===== src/hw/rtl/lphash_pkg.sv =====
// shared types and constants for the linear probing hash table
`default_nettype none
package lphash_pkg;

  localparam int KEY_W  = 14;
  localparam int VAL_W  = 32;
  localparam int CMD_W  = 2;
  localparam int STAT_W = 3;
  localparam int OUT_W  = 4;
  // fraction bits of the key reciprocal, exact for every key up to 64 slots
  localparam int RECIP_SH = 20;

  localparam logic [CMD_W-1:0] CMD_INSERT = 2'd0;
  localparam logic [CMD_W-1:0] CMD_REMOVE = 2'd1;

  typedef enum logic [STAT_W-1:0] {
    ST_INSERTED = 3'd0,
    ST_DUP      = 3'd1,
    ST_FULL     = 3'd2,
    ST_REMOVED  = 3'd3,
    ST_RMISS    = 3'd4,
    ST_FOUND    = 3'd5,
    ST_SMISS    = 3'd6
  } status_t;

  typedef enum logic [1:0] {
    S_IDLE,
    S_HASH,
    S_SCAN,
    S_PROBE
  } state_t;

  typedef struct packed {
    logic write;
    logic erase;
  } store_op_t;

endpackage
`default_nettype wire


===== src/hw/rtl/lphash_mod.sv =====
// key remainder unit: reciprocal multiply, then multiply back and subtract
`default_nettype none
module lphash_mod #(
  parameter int SLOTS = 13
) (
  input  logic                          clk,
  input  logic                          rst,
  input  logic                          go,
  input  logic [lphash_pkg::KEY_W-1:0]  key,
  output logic                          fin,
  output logic [$clog2(SLOTS)-1:0]      home
);
  import lphash_pkg::*;

  localparam int IW  = $clog2(SLOTS);
  localparam int PRW = KEY_W + RECIP_SH;
  localparam logic [RECIP_SH-1:0] RECIP = RECIP_SH'((2**RECIP_SH + SLOTS - 1) / SLOTS);

  logic [KEY_W-1:0] key_q;
  logic [PRW-1:0]   prod;
  logic             pend;
  logic [KEY_W-1:0] quo;
  logic [KEY_W-1:0] back;
  logic [KEY_W-1:0] diff;
  logic [IW-1:0]    home_q;

  assign quo  = prod[PRW-1:RECIP_SH];
  assign back = quo * KEY_W'(SLOTS);
  assign diff = key_q - back;
  assign home = home_q;

  always_ff @(posedge clk) begin
    if (rst) begin
      pend <= 1'b0;
      fin  <= 1'b0;
    end else begin
      pend <= go;
      fin  <= pend;
    end
  end

  always_ff @(posedge clk) begin
    if (go) begin
      key_q <= key;
      prod  <= PRW'(key) * PRW'(RECIP);
    end
    // remainder is below SLOTS, so the low bits carry all of it
    if (pend) begin
      home_q <= diff[IW-1:0];
    end
  end

endmodule
`default_nettype wire


===== src/hw/rtl/lphash_store.sv =====
// key and value slot memories with per-slot occupied bits
`default_nettype none
module lphash_store #(
  parameter int SLOTS = 13
) (
  input  logic                          clk,
  input  logic                          rst,
  input  logic [$clog2(SLOTS)-1:0]      addr,
  input  lphash_pkg::store_op_t         op,
  input  logic [lphash_pkg::KEY_W-1:0]  wkey,
  input  logic [lphash_pkg::VAL_W-1:0]  wval,
  output logic                          rd_valid,
  output logic [lphash_pkg::KEY_W-1:0]  rd_key,
  output logic [lphash_pkg::VAL_W-1:0]  rd_val
);
  import lphash_pkg::*;

  logic [KEY_W-1:0] key_mem [SLOTS];
  logic [VAL_W-1:0] val_mem [SLOTS];
  logic [SLOTS-1:0] occupied;

  // an unoccupied slot reads as empty, so reset needs no clearing pass
  always_ff @(posedge clk) begin
    if (rst) begin
      occupied <= '0;
      rd_valid <= 1'b0;
    end else begin
      rd_valid <= occupied[addr];
      if (op.write) begin
        occupied[addr] <= 1'b1;
      end else if (op.erase) begin
        occupied[addr] <= 1'b0;
      end
    end
  end

  always_ff @(posedge clk) begin
    if (op.write) begin
      key_mem[addr] <= wkey;
      val_mem[addr] <= wval;
    end
    rd_key <= key_mem[addr];
    rd_val <= val_mem[addr];
  end

endmodule
`default_nettype wire


===== src/hw/rtl/lphash_ctrl.sv =====
// sequencer: hashing, linear scan, probe from home, store update and result
`default_nettype none
module lphash_ctrl #(
  parameter int SLOTS = 13
) (
  input  logic                           clk,
  input  logic                           rst,
  input  logic                           start,
  output logic                           busy,
  input  logic [lphash_pkg::CMD_W-1:0]   command,
  input  logic [lphash_pkg::KEY_W-1:0]   key,
  input  logic [lphash_pkg::VAL_W-1:0]   payload,
  output logic                           mod_go,
  input  logic                           mod_fin,
  input  logic [$clog2(SLOTS)-1:0]       home,
  output logic [$clog2(SLOTS)-1:0]       st_addr,
  output lphash_pkg::store_op_t          st_op,
  output logic [lphash_pkg::KEY_W-1:0]   st_wkey,
  output logic [lphash_pkg::VAL_W-1:0]   st_wval,
  input  logic                           rd_valid,
  input  logic [lphash_pkg::KEY_W-1:0]   rd_key,
  input  logic [lphash_pkg::VAL_W-1:0]   rd_val,
  output logic                           done,
  output logic [lphash_pkg::STAT_W-1:0]  status,
  output logic [lphash_pkg::OUT_W-1:0]   slot,
  output logic [lphash_pkg::OUT_W-1:0]   probe_count,
  output logic [lphash_pkg::VAL_W-1:0]   found_value
);
  import lphash_pkg::*;

  localparam int IW = $clog2(SLOTS);
  localparam int CW = $clog2(SLOTS + 1);
  localparam int SW = (IW > OUT_W) ? IW : OUT_W;
  localparam int PW = (CW > OUT_W) ? CW : OUT_W;

  state_t            state, state_next;
  logic [CMD_W-1:0]  cmd, cmd_next;
  logic [KEY_W-1:0]  key_q, key_q_next;
  logic [VAL_W-1:0]  pay_q, pay_q_next;
  logic [CW-1:0]     ai, ai_next;       // issued read count
  logic [IW-1:0]     pa, pa_next;       // probe read address
  logic              cv, cv_next;       // read data in flight is valid
  logic [IW-1:0]     ci, ci_next;       // slot of data in flight
  logic [CW-1:0]     cd, cd_next;       // distance of data in flight
  logic              done_next;
  status_t           status_q, status_next;
  logic [IW-1:0]     res_slot, res_slot_next;
  logic [CW-1:0]     res_pc, res_pc_next;
  logic [VAL_W-1:0]  res_val, res_val_next;

  logic              is_insert;
  logic              issue;
  logic              match;
  logic              empty;
  logic              last;
  logic [SW-1:0]     slot_ext;
  logic [PW-1:0]     pc_ext;

  assign busy        = (state != S_IDLE);
  assign st_wkey     = key_q;
  assign st_wval     = pay_q;
  assign is_insert   = (cmd == CMD_INSERT);
  assign issue       = (ai < CW'(SLOTS));
  assign match       = cv && rd_valid && (rd_key == key_q);
  assign empty       = cv && !rd_valid;
  assign last        = cv && (cd == CW'(SLOTS - 1));
  assign slot_ext    = SW'(res_slot);
  assign pc_ext      = PW'(res_pc);
  assign status      = status_q;
  assign slot        = slot_ext[OUT_W-1:0];
  assign probe_count = pc_ext[OUT_W-1:0];
  assign found_value = res_val;

  always_ff @(posedge clk) begin
    if (rst) begin
      state <= S_IDLE;
      cv    <= 1'b0;
      done  <= 1'b0;
    end else begin
      state <= state_next;
      cv    <= cv_next;
      done  <= done_next;
    end
  end

  always_ff @(posedge clk) begin
    cmd      <= cmd_next;
    key_q    <= key_q_next;
    pay_q    <= pay_q_next;
    ai       <= ai_next;
    pa       <= pa_next;
    ci       <= ci_next;
    cd       <= cd_next;
    status_q <= status_next;
    res_slot <= res_slot_next;
    res_pc   <= res_pc_next;
    res_val  <= res_val_next;
  end

  always_comb begin
    state_next    = state;
    cmd_next      = cmd;
    key_q_next    = key_q;
    pay_q_next    = pay_q;
    ai_next       = ai;
    pa_next       = pa;
    cv_next       = 1'b0;
    ci_next       = ci;
    cd_next       = cd;
    done_next     = 1'b0;
    status_next   = status_q;
    res_slot_next = res_slot;
    res_pc_next   = res_pc;
    res_val_next  = res_val;
    mod_go        = 1'b0;
    st_op         = '0;
    st_addr       = pa;

    case (state)
      S_IDLE: begin
        if (start) begin
          cmd_next   = command;
          key_q_next = key;
          pay_q_next = payload;
          ai_next    = '0;
          if (key == '0) begin
            // zero key never matches and is never stored
            done_next     = 1'b1;
            res_slot_next = '0;
            res_val_next  = '0;
            if (command == CMD_INSERT) begin
              status_next = ST_FULL;
              res_pc_next = CW'(SLOTS - 1);
            end else if (command == CMD_REMOVE) begin
              status_next = ST_RMISS;
              res_pc_next = '0;
            end else begin
              status_next = ST_SMISS;
              res_pc_next = CW'(SLOTS);
            end
          end else if (command == CMD_REMOVE) begin
            state_next = S_SCAN;
          end else begin
            mod_go     = 1'b1;
            state_next = S_HASH;
          end
        end
      end

      S_HASH: begin
        if (mod_fin) begin
          ai_next = '0;
          pa_next = home;
          if (is_insert) begin
            state_next = S_SCAN;
          end else begin
            state_next = S_PROBE;
          end
        end
      end

      S_SCAN: begin
        // slots 0 upward, one read issued per cycle, compared in the cycle after
        st_addr = ai[IW-1:0];
        if (issue) begin
          ai_next = ai + 1'b1;
          cv_next = 1'b1;
          ci_next = ai[IW-1:0];
          cd_next = ai;
        end
        if (match) begin
          cv_next       = 1'b0;
          state_next    = S_IDLE;
          done_next     = 1'b1;
          res_pc_next   = '0;
          res_val_next  = '0;
          if (is_insert) begin
            status_next   = ST_DUP;
            res_slot_next = '0;
          end else begin
            st_addr       = ci;
            st_op.erase   = 1'b1;
            status_next   = ST_REMOVED;
            res_slot_next = ci;
          end
        end else if (last) begin
          cv_next = 1'b0;
          if (is_insert) begin
            ai_next    = '0;
            pa_next    = home;
            state_next = S_PROBE;
          end else begin
            state_next    = S_IDLE;
            done_next     = 1'b1;
            status_next   = ST_RMISS;
            res_slot_next = '0;
            res_pc_next   = '0;
            res_val_next  = '0;
          end
        end
      end

      S_PROBE: begin
        // from home with wraparound
        st_addr = pa;
        if (issue) begin
          ai_next = ai + 1'b1;
          pa_next = (pa == IW'(SLOTS - 1)) ? '0 : pa + 1'b1;
          cv_next = 1'b1;
          ci_next = pa;
          cd_next = ai;
        end
        if (is_insert ? empty : match) begin
          cv_next       = 1'b0;
          state_next    = S_IDLE;
          done_next     = 1'b1;
          res_slot_next = ci;
          if (is_insert) begin
            st_addr      = ci;
            st_op.write  = 1'b1;
            status_next  = ST_INSERTED;
            res_pc_next  = cd;
            res_val_next = '0;
          end else begin
            status_next  = ST_FOUND;
            res_pc_next  = cd + 1'b1;
            res_val_next = rd_val;
          end
        end else if (last) begin
          cv_next       = 1'b0;
          state_next    = S_IDLE;
          done_next     = 1'b1;
          res_slot_next = '0;
          res_val_next  = '0;
          if (is_insert) begin
            status_next = ST_FULL;
            res_pc_next = CW'(SLOTS - 1);
          end else begin
            status_next = ST_SMISS;
            res_pc_next = CW'(SLOTS);
          end
        end
      end

      default: begin
        state_next = S_IDLE;
      end
    endcase
  end

endmodule
`default_nettype wire


===== src/hw/rtl/linear_probe_hash_table_top.sv =====
// top level of the linear probing hash table
//
//  channel   ports                                         handshake
//  request   command, key, payload                         start high, busy low
//  result    status, slot, probe_count, found_value        done, one cycle
//
// an insert scans the slots for a duplicate, then probes from the home
// slot; a search only probes and a remove only scans. each pass reads
// one slot a cycle through the single read port of the slot memories,
// after the reciprocal multiply gives an insert or search its home slot.
// on reset the occupied bits clear at once, so no sweep follows.
// the result is registered and shown on done while busy is already low;
// the receiver cannot stall it.
`default_nettype none
module linear_probe_hash_table_top #(
  parameter int SLOTS = 13
) (
  input  logic                           clk,
  input  logic                           rst,
  input  logic                           start,
  output logic                           busy,
  input  logic [lphash_pkg::CMD_W-1:0]   command,
  input  logic [lphash_pkg::KEY_W-1:0]   key,
  input  logic [lphash_pkg::VAL_W-1:0]   payload,
  output logic                           done,
  output logic [lphash_pkg::STAT_W-1:0]  status,
  output logic [lphash_pkg::OUT_W-1:0]   slot,
  output logic [lphash_pkg::OUT_W-1:0]   probe_count,
  output logic [lphash_pkg::VAL_W-1:0]   found_value
);
  import lphash_pkg::*;

  localparam int IW = $clog2(SLOTS);

  logic             mod_go;
  logic             mod_fin;
  logic [IW-1:0]    home;
  logic [IW-1:0]    st_addr;
  store_op_t        st_op;
  logic [KEY_W-1:0] st_wkey;
  logic [VAL_W-1:0] st_wval;
  logic             rd_valid;
  logic [KEY_W-1:0] rd_key;
  logic [VAL_W-1:0] rd_val;

  lphash_mod #(.SLOTS(SLOTS)) u_mod (
    .clk  (clk),
    .rst  (rst),
    .go   (mod_go),
    .key  (key),
    .fin  (mod_fin),
    .home (home)
  );

  lphash_store #(.SLOTS(SLOTS)) u_store (
    .clk      (clk),
    .rst      (rst),
    .addr     (st_addr),
    .op       (st_op),
    .wkey     (st_wkey),
    .wval     (st_wval),
    .rd_valid (rd_valid),
    .rd_key   (rd_key),
    .rd_val   (rd_val)
  );

  lphash_ctrl #(.SLOTS(SLOTS)) u_ctrl (
    .clk         (clk),
    .rst         (rst),
    .start       (start),
    .busy        (busy),
    .command     (command),
    .key         (key),
    .payload     (payload),
    .mod_go      (mod_go),
    .mod_fin     (mod_fin),
    .home        (home),
    .st_addr     (st_addr),
    .st_op       (st_op),
    .st_wkey     (st_wkey),
    .st_wval     (st_wval),
    .rd_valid    (rd_valid),
    .rd_key      (rd_key),
    .rd_val      (rd_val),
    .done        (done),
    .status      (status),
    .slot        (slot),
    .probe_count (probe_count),
    .found_value (found_value)
  );

endmodule
`default_nettype wire


===== config.mk =====
export PLATFORM = sky130hd
export DESIGN_NAME = linear_probe_hash_table_top
export DESIGN_NICKNAME = d
export VERILOG_FILES = /design/src/hw/rtl/lphash_pkg.sv /design/src/hw/rtl/lphash_mod.sv /design/src/hw/rtl/lphash_store.sv /design/src/hw/rtl/lphash_ctrl.sv /design/src/hw/rtl/linear_probe_hash_table_top.sv
export SDC_FILE = /design/constraint.sdc
export NUM_CORES = 1
export LEC_CHECK = 0
export ABC_AREA = 1
export ABC_CLOCK_PERIOD_IN_PS = 10050
export BUFFER_PORTS_ARGS = -buffer_cell sky130_fd_sc_hd__clkbuf_2
export CORE_MARGIN = 1.5
export CORE_UTILIZATION = 50
export DETAILED_ROUTE_END_ITERATION = 10
export PLACE_DENSITY_LB_ADDON = 0.08
export SYNTH_ARGS = -nofsm -noshare
export SYNTH_HDL_FRONTEND = slang
export SYNTH_SLANG_ARGS = --single-unit

===== constraint.sdc =====
create_clock -name clk -period 10.05 [get_ports clk]
set_clock_uncertainty 0.2 [all_clocks]
set_input_delay 0 -clock clk [delete_from_list [all_inputs] [get_ports clk]]
set_output_delay 0 -clock clk [all_outputs]
set_load 0.02 [all_outputs]

# Word-level counts from Yosys, hierarchy flattened

Memory sizes are Yosys's and may differ from the RTL's. A register that Yosys moved wholly into a read port is not among the register bits.
Cells that the tools add are included.

$add $sub $neg: 4
$lt $le $gt $ge: 3
Eq/ne operators: 19
Reduce and logical (&&, ||, !) cells: 23
Multipliers: 2
Bitwise logic cells: 3
Muxes and demuxes: 105

Operators with widths:

| cell                   | count |
|---|---|
| $mux 32                | 8 |
| $mux 4                 | 34 |
| $pmux 32 s3            | 1 |
| $pmux 4 s3             | 3 |
| $mux 3                 | 10 |
| $mul 14x15->29 const B | 1 |
| $mux 1                 | 27 |
| $mux 13                | 2 |
| $mux 2                 | 11 |
| $pmux 4 s2             | 2 |
| $pmux 4 s4             | 1 |
| $eq 14x14->1           | 1 |
| $logic_not 14->1       | 1 |
| $and 13x13->13         | 1 |
| $not 13->13            | 1 |
| $or 13x13->13          | 1 |
| $add 4x1->4 const B    | 3 |
| $reduce_and 6->1       | 2 |
| $mul 11x4->4 const B   | 1 |
| $ne 2x1->1 const B     | 5 |
| $pmux 3 s3             | 1 |
| $eq 4x4->1 const B     | 2 |
| $ne 2x2->1 const B     | 4 |
| $pmux 2 s4             | 1 |
| 21 further kinds       | 35 |

Memories kept: 2
Bits in registers: 164
Input port bits: 51
Output and inout port bits: 45
RAM bits: 598

Memories:

| memory          | depth | bits a word | read ports | clocked after Yosys merged registers in | wr ports | line               | text |
|---|---|---|---|---|---|---|---|
| u_store.val_mem | 13    | 32          | 1          | 1                                       | 1        | lphash_store.sv:19 | `logic [VAL_W-1:0] val_mem [SLOTS];` |
| u_store.key_mem | 13    | 14          | 1          | 1                                       | 1        | lphash_store.sv:18 | `logic [KEY_W-1:0] key_mem [SLOTS];` |

# Depth between registers and ports, before layout

Gate-level depths: netlist of run 1.

Depth in word-level cells: 13
Gate-level depth with buffers: 24

# Modules after synthesis

A second synthesis of run 1 with hierarchy kept.

Cell total of the unflattened synthesis: 2855
Area total of the unflattened synthesis: 33259.4 µm²

By module, submodules not included:

| module       | area each (µm²) | sequential area each (µm²) | instances | cells an instance |
|---|---|---|---|---|
| lphash_store | 24577.3         | 19158.4                    | 1         | 1972 |
| lphash_ctrl  | 5054.8          | 3293.2                     | 1         | 470 |
| lphash_mod   | 3627.2          | 400.4                      | 1         | 413 |

# Worst setup path after synthesis of run 1

Ideal clock, no wire load.

Path type: register to register
Start: register u_ctrl.key_q[3], in the netlist u_ctrl.st_wkey[3]
End: register u_ctrl.res_val[0], in the netlist u_ctrl.found_value[0], enable pin
Slack: 5.002 ns
Period minus slack after synthesis: 5.048 ns
Arrival time: 4.351 ns
Setup time: 0.497 ns
Data required time: 9.353 ns
Stages on the path, launching flop included: 11
Buffers on the path: 0
Cell sequence: edfxtp_1 > nand2_1 > nand2_1 > nor2_1 > nand2_1 > nor2_2 > and2_2 > nor2_1 > inv_1 > nor2_1 > nor3_1

Cells in the longest elaborated chain, start to end: 5
Elaborated cells between the ends (all ways): 7

RTL lines:

| what                           | line               | text |
|---|---|---|
| from (decl)                    | lphash_ctrl.sv:38  | `logic [KEY_W-1:0] key_q, key_q_next;` |
| from (signal assigned)         | lphash_ctrl.sv:88  | `key_q <= key_q_next;` |
| $eq 14x14->1 (*)               | lphash_ctrl.sv:64  | `assign match = cv && rd_valid && (rd_key == key_q);` |
| $logic_and 1x1->1 (*)          | lphash_ctrl.sv:64  |  |
| $mux 1                         | lphash_ctrl.sv:213 | `if (is_insert ? empty : match) begin` |
| $ne 3x1->1 (no line)           | --                 |  |
| $reduce_and 6->1 (no line) (*) | --                 |  |
| to (signal assigned)           | lphash_ctrl.sv:97  | `res_val <= res_val_next;` |
| to (decl)                      | lphash_ctrl.sv:49  | `logic [VAL_W-1:0] res_val, res_val_next;` |

Every way passes the cells marked *; elsewhere a longest branch is shown, timed or not.
A chain may end at the register's enable or synchronous reset.

# Final worst setup path of run 1

Start: register u_ctrl.cmd[1]
End: register u_store.rd_val[2] (netlist name) (read register of u_store.val_mem)

Cells in the longest elaborated chain, start to end: 4
Elaborated cells between the ends (all ways): 7

RTL lines:

| what                             | line                                   | text |
|---|---|---|
| from (decl)                      | lphash_ctrl.sv:37                      | `logic [CMD_W-1:0] cmd, cmd_next;` |
| from (signal assigned)           | lphash_ctrl.sv:87                      | `cmd <= cmd_next;` |
| $logic_not 2->1 (*)              | lphash_ctrl.sv:62                      | `assign is_insert = (cmd == CMD_INSERT);` |
| $mux 4 (tied with other cells)   | lphash_ctrl.sv:218                     | `if (is_insert) begin` |
| $mux 4, on equally long branches | lphash_ctrl.sv:213, lphash_ctrl.sv:171 |  |
| $pmux 4 s2 (*)                   | lphash_ctrl.sv:119                     | `case (state)` |
| to (decl)                        | lphash_store.sv:14                     | `output logic [lphash_pkg::VAL_W-1:0] rd_val` |

Marked as above.

==> results.yml, run 1 <==
clock_network:
  worstSkewPairLatency_ns: 0.63
  htree_num_levels: 3
  cts.sinks: 783
  cts_buffer_depth: 3
  clkTransAtPathRegs_ns: 0.06
  clockRootBuffer: "clkbuf_16"
  cts_setup_buffers: 0
  numCtsBuffers: 82
  cts_tree: "yes"
global_route:
  grt_max_degree: 76
  gr-usage-all-layers_pct: 24.9
  grt_pass1_vias: 21007
  antenna_found_initial: 0
  grt_overflow_total: 0
  grt_pass1_wl_mm: 125
setup_path:
  worstSetupStartpointType: "register"
  critical_path_class: "reg2reg"
  critical_path.max_fanout: 61
  end_kind: "register"
  critical_path_arrival_ns: 6.01
  crit_required_ns: 10.41
synth:
  synthTopCellsByArea: "edfxtp_1, nand2_1, dfxtp_1"
  yosysTopAreaCell: "edfxtp_1"
  ys_types: 49
  synth-seq-cells: 783
  synth-simple-area-share_pct: 16.5
  synthCells: 2735
  synth-xor-area-share_pct: 0.716
  ys_seq_area_share_pct: 69.2
  muxShareOfSynthArea_pct: 0
  synth_ff_type: "edfxtp_1"
  syn_nets: 2932
  synthMostInstantiatedCell: "nand2_1"
  synth_top_family_by_area: "simple AND/OR/NAND/NOR gates"
  synthArstFlopShare_pct: 0
  synth-compound-area-share_pct: 2.13
  synth_edf_count: 717
  synth_commonest_cells: "nand2_1, edfxtp_1, inv_1"
  synth_fa_ha_area_share_pct: 6.76
  netlist_area_um2: 33000
  syn_avg_cell_area_um2: 12.1
  yosysWarnings: 0
  synth_top_area_share_pct: 65.2
drt:
  drc: 0
  routedWlPerCell_um: 21.3
  num_vias: 20786
  dr.first_iter.drc_count: 1571
  postRouteWirelength_mm: 82.3
  ant_nets: 0
  vias_per_cell: 5.39
  firstDrtPassIters: 5
worst_hold_path:
  hp-class: "in2reg"
placed_design:
  place_inst: 3621
  hpwl_mm: 43.4
  gp_congestion: 0.903
  place_worst_setup_slack_ns: 4.54
  port_buffers: 95
layout:
  syn_to_final_growth_pct: 14.4
  finalNonFillerCells: 3858
  nets: 3123
  layout-drive-gt1-share_pct: 9.92
  fin_util_pct: 57.7
  n_fill_cell: 5380
  diodes: 0
power:
  max-vdd-ir-drop_uv: 308
  clkPwrFrac_pct: 28.6
  p_seq_share_pct: 40.6
  leakagePower_nw: 14.6
  p_per_area_nw_per_um2: 275
  p_int_mw: 6.69
  power_switching_share_pct: 35.5
  power.switching_mw: 3.68
  total_power_mw: 10.4
  p_comb_share_pct: 30.7
sta:
  clock.fmax_mhz: 177
  slew_violations: 0
  worst_slew_pin_slew_ns: 1.29
  rsz0062_at_grt: "no"
  layout_setup_ws_ns: 4.40
  timing.final.crit_share_pct: 56.2
  finalSetupTns_ns: 0
  finalHoldViolations: 0
  final.min_clock_period_ns: 5.65
  slew_headroom_pct: 14.0
  finalSetupViolCount: 0
die:
  placementRows: 94
  start_util_pct: 50.4
  die_w_um: 260
  core_region_area_um2: 65500
  pin_count: 96
  die-height_um: 260
  dieArea_um2: 67600
status:
  status: "finished clean"
job:
  cap_viol_max_count: 0
## cell usage in the layout (no fill, tap or decap), drive strengths merged, types with 41 or more instances in the layout
| master | n |
|---|---|
| a21oi | 87 |
| clkbuf | 198 |
| clkinv | 41 |
| dfxtp | 66 |
| dlygate4sd3 | 85 |
| edfxtp | 717 |
| fa | 54 |
| ha | 92 |
| inv | 268 |
| nand2 | 841 |
| nand3 | 181 |
| nand4 | 100 |
| nor2 | 137 |
## path summary, 6_finish.rpt
path / end / slack, ns / start / cells after the start
min reg2reg: register / 0.27 / register / 2
max: u_store.rd_val[2] / 4.40 / u_ctrl.cmd[1] / 15
max reg2reg: u_store.rd_val[2] / 4.40 / u_ctrl.cmd[1] / 15
min: u_ctrl.status[2] / 0.05 / command[1] / 4
## kinds of logic (layout without fill, tap and decap cells)
| logic type | Yosys count | in the layout |
|---|---|---|
| simple gates | 1279 | 1279 |
| flops | 783 | 783 |
| buf+inv | 370 | 629 |
| fa+ha+maj | 146 | 146 |
| compound gates | 130 | 130 |
| xor+xnor | 27 | 27 |
## routing by layer
layer | vias to the layer above | track usage, % | wire length, µm
met5 | - | 0 | 0
met4 | 0 | 8.06 | 1850
met3 | 136 | 3.40 | 4580
met2 | 628 | 42.2 | 40600
met1 | 10327 | 33.1 | 35300
li1 | 9695 | - | -
## final cells by class
class,count,area [µm²],share of cell area (%)
clock buffer,103,2180,5.77
clock inverter,49,457,1.21
inverter,268,1010,2.68
multi-input combinational,1582,8650,22.9
sequential,783,22900,60.5
tap,864,1080,2.86
timing repair buffer,209,1540,4.09
## through the flow
stage / instance area [µm²] / hold WS [ns]
3_3_place_gp: 34300 / -0.0230
3_5_place_dp: 34300 / -0.0214
6_report: 37800 / 0.0543
2_1_floorplan: 33000 / -0.101
4_1_cts: 37800 / 0.0175
5_1_grt: 37800 / 0.0808
## worst max-delay path, cell delays in order, from the launching register on
cell and delay (ns):
edfxtp_1 0.41, nor2_4 0.25, inv_2 0.19, nor3_2 0.27, nand2_1 0.27, inv_2 0.36
o22ai_1 0.17, nand3_4 0.21, inv_4 0.31, nor2_4 0.87, buf_4 0.71, buf_4 0.79
nand2_1 0.13, nand3_1 0.14, a21oi_1 0.08, nand3_1 0.14
## power by group through the flow
stage          Clock [mW]  Combinational [mW]  Sequential (mW)
6_report             2.97                3.19             4.21
5_1_grt              3.14                3.60             4.25
4_1_cts              3.02                3.23             4.22
3_5_place_dp            0                3.19             4.28
3_3_place_gp            0                3.14             4.27
2_1_floorplan           0                2.18             4.25
## registers in the layout (all words and copies together) (netlist names), 14 cells and up, named ones only
| register | count |
|---|---|
| u_store.val_mem | 416 |
| u_store.key_mem | 182 |
| u_ctrl.found_value | 32 |
| u_ctrl.st_wval | 32 |
| u_store.rd_val | 32 |
| u_ctrl.st_wkey | 14 |
| u_store.rd_key | 14 |
## repair_timing
item,in CTS,in global routing
hold buffers,85,0
hold endpoints to repair,92,0
resized for setup,0,0
setup endpoints to repair,0,0
(Power assumes the default switching activity.)
==> run 2, diff against run 1 <==
Settings changed: ABC_AREA 1 to 0, ABC_CLOCK_PERIOD_IN_PS 10050 to 4700.
Clock period 10.05 ns to 4.7 ns, I/O delays scaled along.
==> results.yml, run 2 <==
worst_hold_path:
  hp-class: "in2reg"
  hp-start: "key[13]"
drt:
  firstDrtPassIters: 5
  routedWlPerCell_um: 24.1
  dr.first_iter.drc_count: 1560
  vias_per_cell: 5.76
  drc: 0
  num_vias: 19245
  met2_length_mm: 38.7
  wl_met1_mm: 35.4
  ant_nets: 0
  top_layer_used: "met4"
  postRouteWirelength_mm: 80.4
  met3_length_mm: 4.54
power:
  p_seq_share_pct: 43.6
  clkPwrFrac_pct: 33.8
  leakagePower_nw: 13.9
  p_per_area_nw_per_um2: 505
  max-vdd-ir-drop_uv: 395
  p_comb_share_pct: 22.6
  power.switching_mw: 5.55
  power_switching_share_pct: 28.6
  total_power_mw: 19.4
  p_int_mw: 13.8
setup_path:
  critical_path_arrival_ns: 4.64
  end_kind: "register"
  crit_top_cell: "fa_1"
  worstSetupStartpointType: "input pin"
  critical_path.max_fanout: 7
  path_cells: "dlygate4sd3_1 -> clkbuf_2 -> buf_4 -> ha_1 -> fa_1 -> fa_1 -> inv_1 -> fa_1 -> inv_1 -> fa_1 -> ha_1 -> ha_1 -> nand4_1 -> o21ai_2 -> a21oi_2 -> o31ai_1 -> xnor2_1"
  startpoint: "key[2]"
  regToRegStartpoint: "u_ctrl.st_wkey[6]"
  crit_required_ns: 4.87
  critPathBufInv: 5
  cp_top_family: "adder cells"
  slowest_stage: "fa_1"
  critical_path_class: "in2reg"
  max_stage_delay_ns: 0.56
placed_design:
  port_buffers: 95
  hpwl_mm: 44.7
  gp_congestion: 0.876
  place_inst: 3106
synth:
  yosysWarnings: 0
  synth-seq-cells: 783
  netlist_area_um2: 32600
  syn_avg_cell_area_um2: 14.9
  yosysTopAreaCell: "edfxtp_1"
  synth_top_area_share_pct: 66.0
  synth_ff_type: "edfxtp_1"
  synthTopCellsByArea: "edfxtp_1, dfxtp_1, ha_1"
  synthMostInstantiatedCell: "edfxtp_1"
  syn_nets: 2389
  synthArstFlopShare_pct: 0
  ys_seq_area_share_pct: 70.1
  ys_types: 58
  synthCells: 2192
  synth_edf_count: 717
  synth_commonest_cells: "edfxtp_1, nand2_1, a21oi_1"
sta:
  rsz0062_at_grt: "no"
  finalHoldViolations: 0
  clock.fmax_mhz: 223
  slew_violations: 0
  worst_slew_pin_slew_ns: 1.02
  slew_headroom_pct: 32.3
  finalSetupViolCount: 0
  timing.final.crit_share_pct: 95.2
  final.min_clock_period_ns: 4.48
global_route:
  antenna_found_initial: 0
  grt_pass1_vias: 19405
  grt_max_degree: 115
  grt_pass1_wl_mm: 122
  gr-usage-all-layers_pct: 24.4
  grt_overflow_total: 0
layout:
  final_common_cell: "edfxtp_1"
  diodes: 0
  layout-drive-gt1-share_pct: 14.1
  top_register: "u_store.val_mem"
  final_cell_mix: "edfxtp_1, nand2_1, a21oi_1"
  top_regs: "u_store.val_mem x416, u_store.key_mem x182"
  finalNonFillerCells: 3342
  nets: 2617
  largest_reg_flops: 416
  syn_to_final_growth_pct: 17.5
clock_network:
  cts_tree: "yes"
  numCtsBuffers: 82
  htree_num_levels: 3
  worstSkewPairLatency_ns: 0.63
  clkTransAtPathRegs_ns: 0.06
  cts.sinks: 783
  clockRootBuffer: "clkbuf_16"
  cts_buffer_depth: 3
die:
  pin_count: 96
  placementRows: 93
  die-height_um: 258
  die_w_um: 258
  dieArea_um2: 66700
  start_util_pct: 50.6
  core_region_area_um2: 64500
status:
  status: "finished clean"
job:
  cap_viol_max_count: 0
-- run 2: stage by stage --
step	setup TNS [ns]	instance area, µm²	hold slack, ns	utilization, %	setup slack (ns)
floorplan	-55.57	32600	-0.128	-	-0.553
global placement	0	34700	-0.0221	53.8	0.0108
detailed placement	-0.0139	34700	-0.0214	53.8	-0.0139
CTS	0	38300	0.00911	59.4	0.0938
global route	0	38300	0.0254	59.4	0.00373
finish	0	38300	0.0469	59.4	0.224
-- run 2: power by group through the flow --
stage               Sequential [mW]  Combinational, mW  Clock, mW
floorplan                      8.54               2.91          0
global placement               8.58               4.18          0
detailed placement             8.60               4.22          0
CTS                            8.46               4.32       6.64
global route                   8.50               4.87       6.89
finish                         8.45               4.37       6.54
-- run 2: final cells by class --
type	instances	area, µm²
tap	855	1070
clock inverter	43	447
timing repair buffer	265	2310
clock buffer	108	2270
multi-input combinational	1172	8920
inverter	116	435
sequential	783	22900
fill	4953	26200
-- run 2: kinds of logic after synthesis --
logic type	after synthesis	synth area share, %
AO/OA/AOI/OAI	469	9.89
XOR/XNOR	42	1.13
adder cells (fa/ha/maj)	146	6.85
buffers and inverters	237	3.01
flip-flops	783	70.1
multiplexers	98	3.02
AND/OR/NAND/NOR	417	6.02
-- run 2: path summary, 6_finish.rpt --
path                                         endpoint  slack (ns)  depth (start not counted)
worst min register to register               register        0.28                          2
worst max register to register  u_store.val_mem[6][3]        0.57                          9
worst min-delay path               u_ctrl.st_wkey[13]        0.05                          2
worst max-delay path                   u_mod.prod[23]        0.22                         17
-- run 2: layer usage --
layer  vias up  global-route usage, %
met2       585                   40.2
met4         0                   6.40
met5         -                      0
li1       8779                      -
met3       144                   3.62
met1      9737                   34.3
-- run 2: what timing repair did --
item,in CTS,in global routing
hold endpoints to repair,89,0
resized for setup,0,8
setup endpoints to repair,0,3
buffers inserted,0,0
hold buffers,85,0
==> run 3, diff against run 2 <==
Settings changed: CORE_UTILIZATION 50 to 28.
==> results.yml, run 3 (synthesis results as in run 2) <==
placed_design:
  hpwl_mm: 53.5
  place_worst_setup_slack_ns: -0.0755
  port_buffers: 95
  place_inst: 3786
  gp_congestion: 0.767
  place_area_um2: 35800
worst_hold_path:
  hold_depth: 2
  hp-class: "in2reg"
clock_network:
  numCtsBuffers: 92
  cts_setup_buffers: 0
  cts_buffer_depth: 3
  htree_num_levels: 3
  cts_tree: "yes"
  cts.sinks: 783
  worstSkewPairLatency_ns: 0.67
  clkTransAtPathRegs_ns: 0.05
  clockRootBuffer: "clkbuf_16"
global_route:
  grt_pass1_vias: 19730
  grt_pass1_wl_mm: 137
  grt_max_degree: 57
  grt_overflow_total: 0
  antenna_found_initial: 2
  gr-usage-all-layers_pct: 15.9
layout:
  layout-drive-gt1-share_pct: 14.9
  syn_to_final_growth_pct: 21.8
  n_fill_cell: 11211
  nets: 2641
  top_regs: "u_store.val_mem x416, u_store.key_mem x182"
  fin_util_pct: 34.3
  largest_reg_flops: 416
  fin_area_um2: 39700
  final_common_cell: "edfxtp_1"
  diodes: 0
  top_register: "u_store.val_mem"
  final_cell_mix: "edfxtp_1, nand2_1, a21oi_1"
  finalNonFillerCells: 4048
die:
  dieArea_um2: 119000
  die-height_um: 344
  core_region_area_um2: 116000
  pin_count: 96
  die_w_um: 344
  placementRows: 125
  start_util_pct: 28.1
power:
  leakagePower_nw: 14.1
  p_per_area_nw_per_um2: 505
  total_power_mw: 20.1
  max-vdd-ir-drop_uv: 247
setup_path:
  critical_path_arrival_ns: 4.67
  path_cells: "dlygate4sd3_1 -> clkbuf_2 -> inv_2 -> buf_4 -> ha_1 -> inv_2 -> fa_1 -> fa_1 -> inv_1 -> fa_1 -> fa_1 -> inv_1 -> ha_1 -> a21o_1 -> a21o_1 -> a21oi_1 -> o21ai_1 -> buf_4 -> a21oi_2 -> nor2_1 -> a21oi_2 -> xnor2_1"
  critical_path_class: "in2reg"
  slowest_stage: "fa_1"
  crit_top_cell: "fa_1"
  worstSetupStartpointType: "input pin"
  max_stage_delay_ns: 0.55
  reg2reg_depth: 9
  crit_required_ns: 4.90
  end_kind: "register"
  critical_path.max_fanout: 3
drt:
  ant_nets: 0
  routedWlPerCell_um: 23.3
  firstDrtPassIters: 5
  dr.first_iter.drc_count: 1100
  drc: 0
  postRouteWirelength_mm: 94.5
  vias_per_cell: 4.76
  num_vias: 19254
sta:
  finalSetupViolCount: 0
  worst_slew_pin_slew_ns: 0.799
  finalSetupTns_ns: 0
  layout_setup_ws_ns: 0.226
  hold_slack_ns: 0.0439
  slew_violations: 0
  timing.final.crit_share_pct: 95.2
  final.min_clock_period_ns: 4.47
  rsz0062_at_grt: "no"
  finalHoldViolations: 0
  clock.fmax_mhz: 223
  slew_headroom_pct: 46.7
status:
  status: "finished clean"
job:
  cap_viol_max_count: 0
==> run 3: cell count changes in the layout (fill, tap and decap cells not counted), moves of 2 or more <==
cell	change
clkbuf_16	+9
a21oi_1	+2
buf_12	+10
inv_16	+2
clkbuf_1	+6
dlygate4sd3_1	+3
clkbuf_8	+10
inv_1	-2
inv_6	-2
a21oi_2	-2
bufinv_16	-4
inv_2	+2
==> run 3: area by class of cell <==
type	instances	area, µm²	area share (%)
tap	1524	1910	4.80
clock buffer	133	2660	6.70
multi-input combinational	1172	8900	22.4
sequential	783	22900	57.6
inverter	116	435	1.10
timing repair buffer	279	2550	6.43
clock inverter	41	395	0.996
==> run 3: critical path, delay by kind of cell <==
family | cells | cell delay (ns)
adders and majority gates | 6 | 2.51
buffers and inverters | 8 | 1.14
AOI/OAI and AO/OA | 6 | 0.86
and+or+nand+nor | 1 | 0.09
xor gates and xnor gates | 1 | 0.07
==> run 3: timing repair <==
item | CTS | global route
gates resized for setup | 0 | 5
hold endpoints to repair | 115 | 0
endpoints found under the setup margin | 0 | 3
hold buffers | 88 | 0
==> run 3: where the power goes <==
part,internal [mW],switching [mW]
clock,4.22,2.89
combinational,1.77,2.72
sequential,8.17,0.291
total,14.2,5.90
==> run 3: path summary, 6_finish.rpt <==
path	startpoint	end	slack [ns]
setup reg to reg	u_ctrl.st_wkey[8]	u_store.val_mem[6][5]	0.34
hold / removal	key[13]	u_ctrl.st_wkey[13]	0.04
setup / recovery	key[3]	u_mod.prod[22]	0.23
hold reg to reg	register	register	0.29
==> run 3: layer usage <==
| layer | up-vias | GRT usage [%] | share of wire, % |
|---|---|---|---|
| met4 | 0 | 4.35 | 2.1 |
| met2 | 352 | 26.6 | 48 |
| li1 | 8831 | - | - |
| met5 | - | 0 | 0 |
| met1 | 9952 | 21.6 | 46 |
| met3 | 119 | 2.36 | 3.8 |
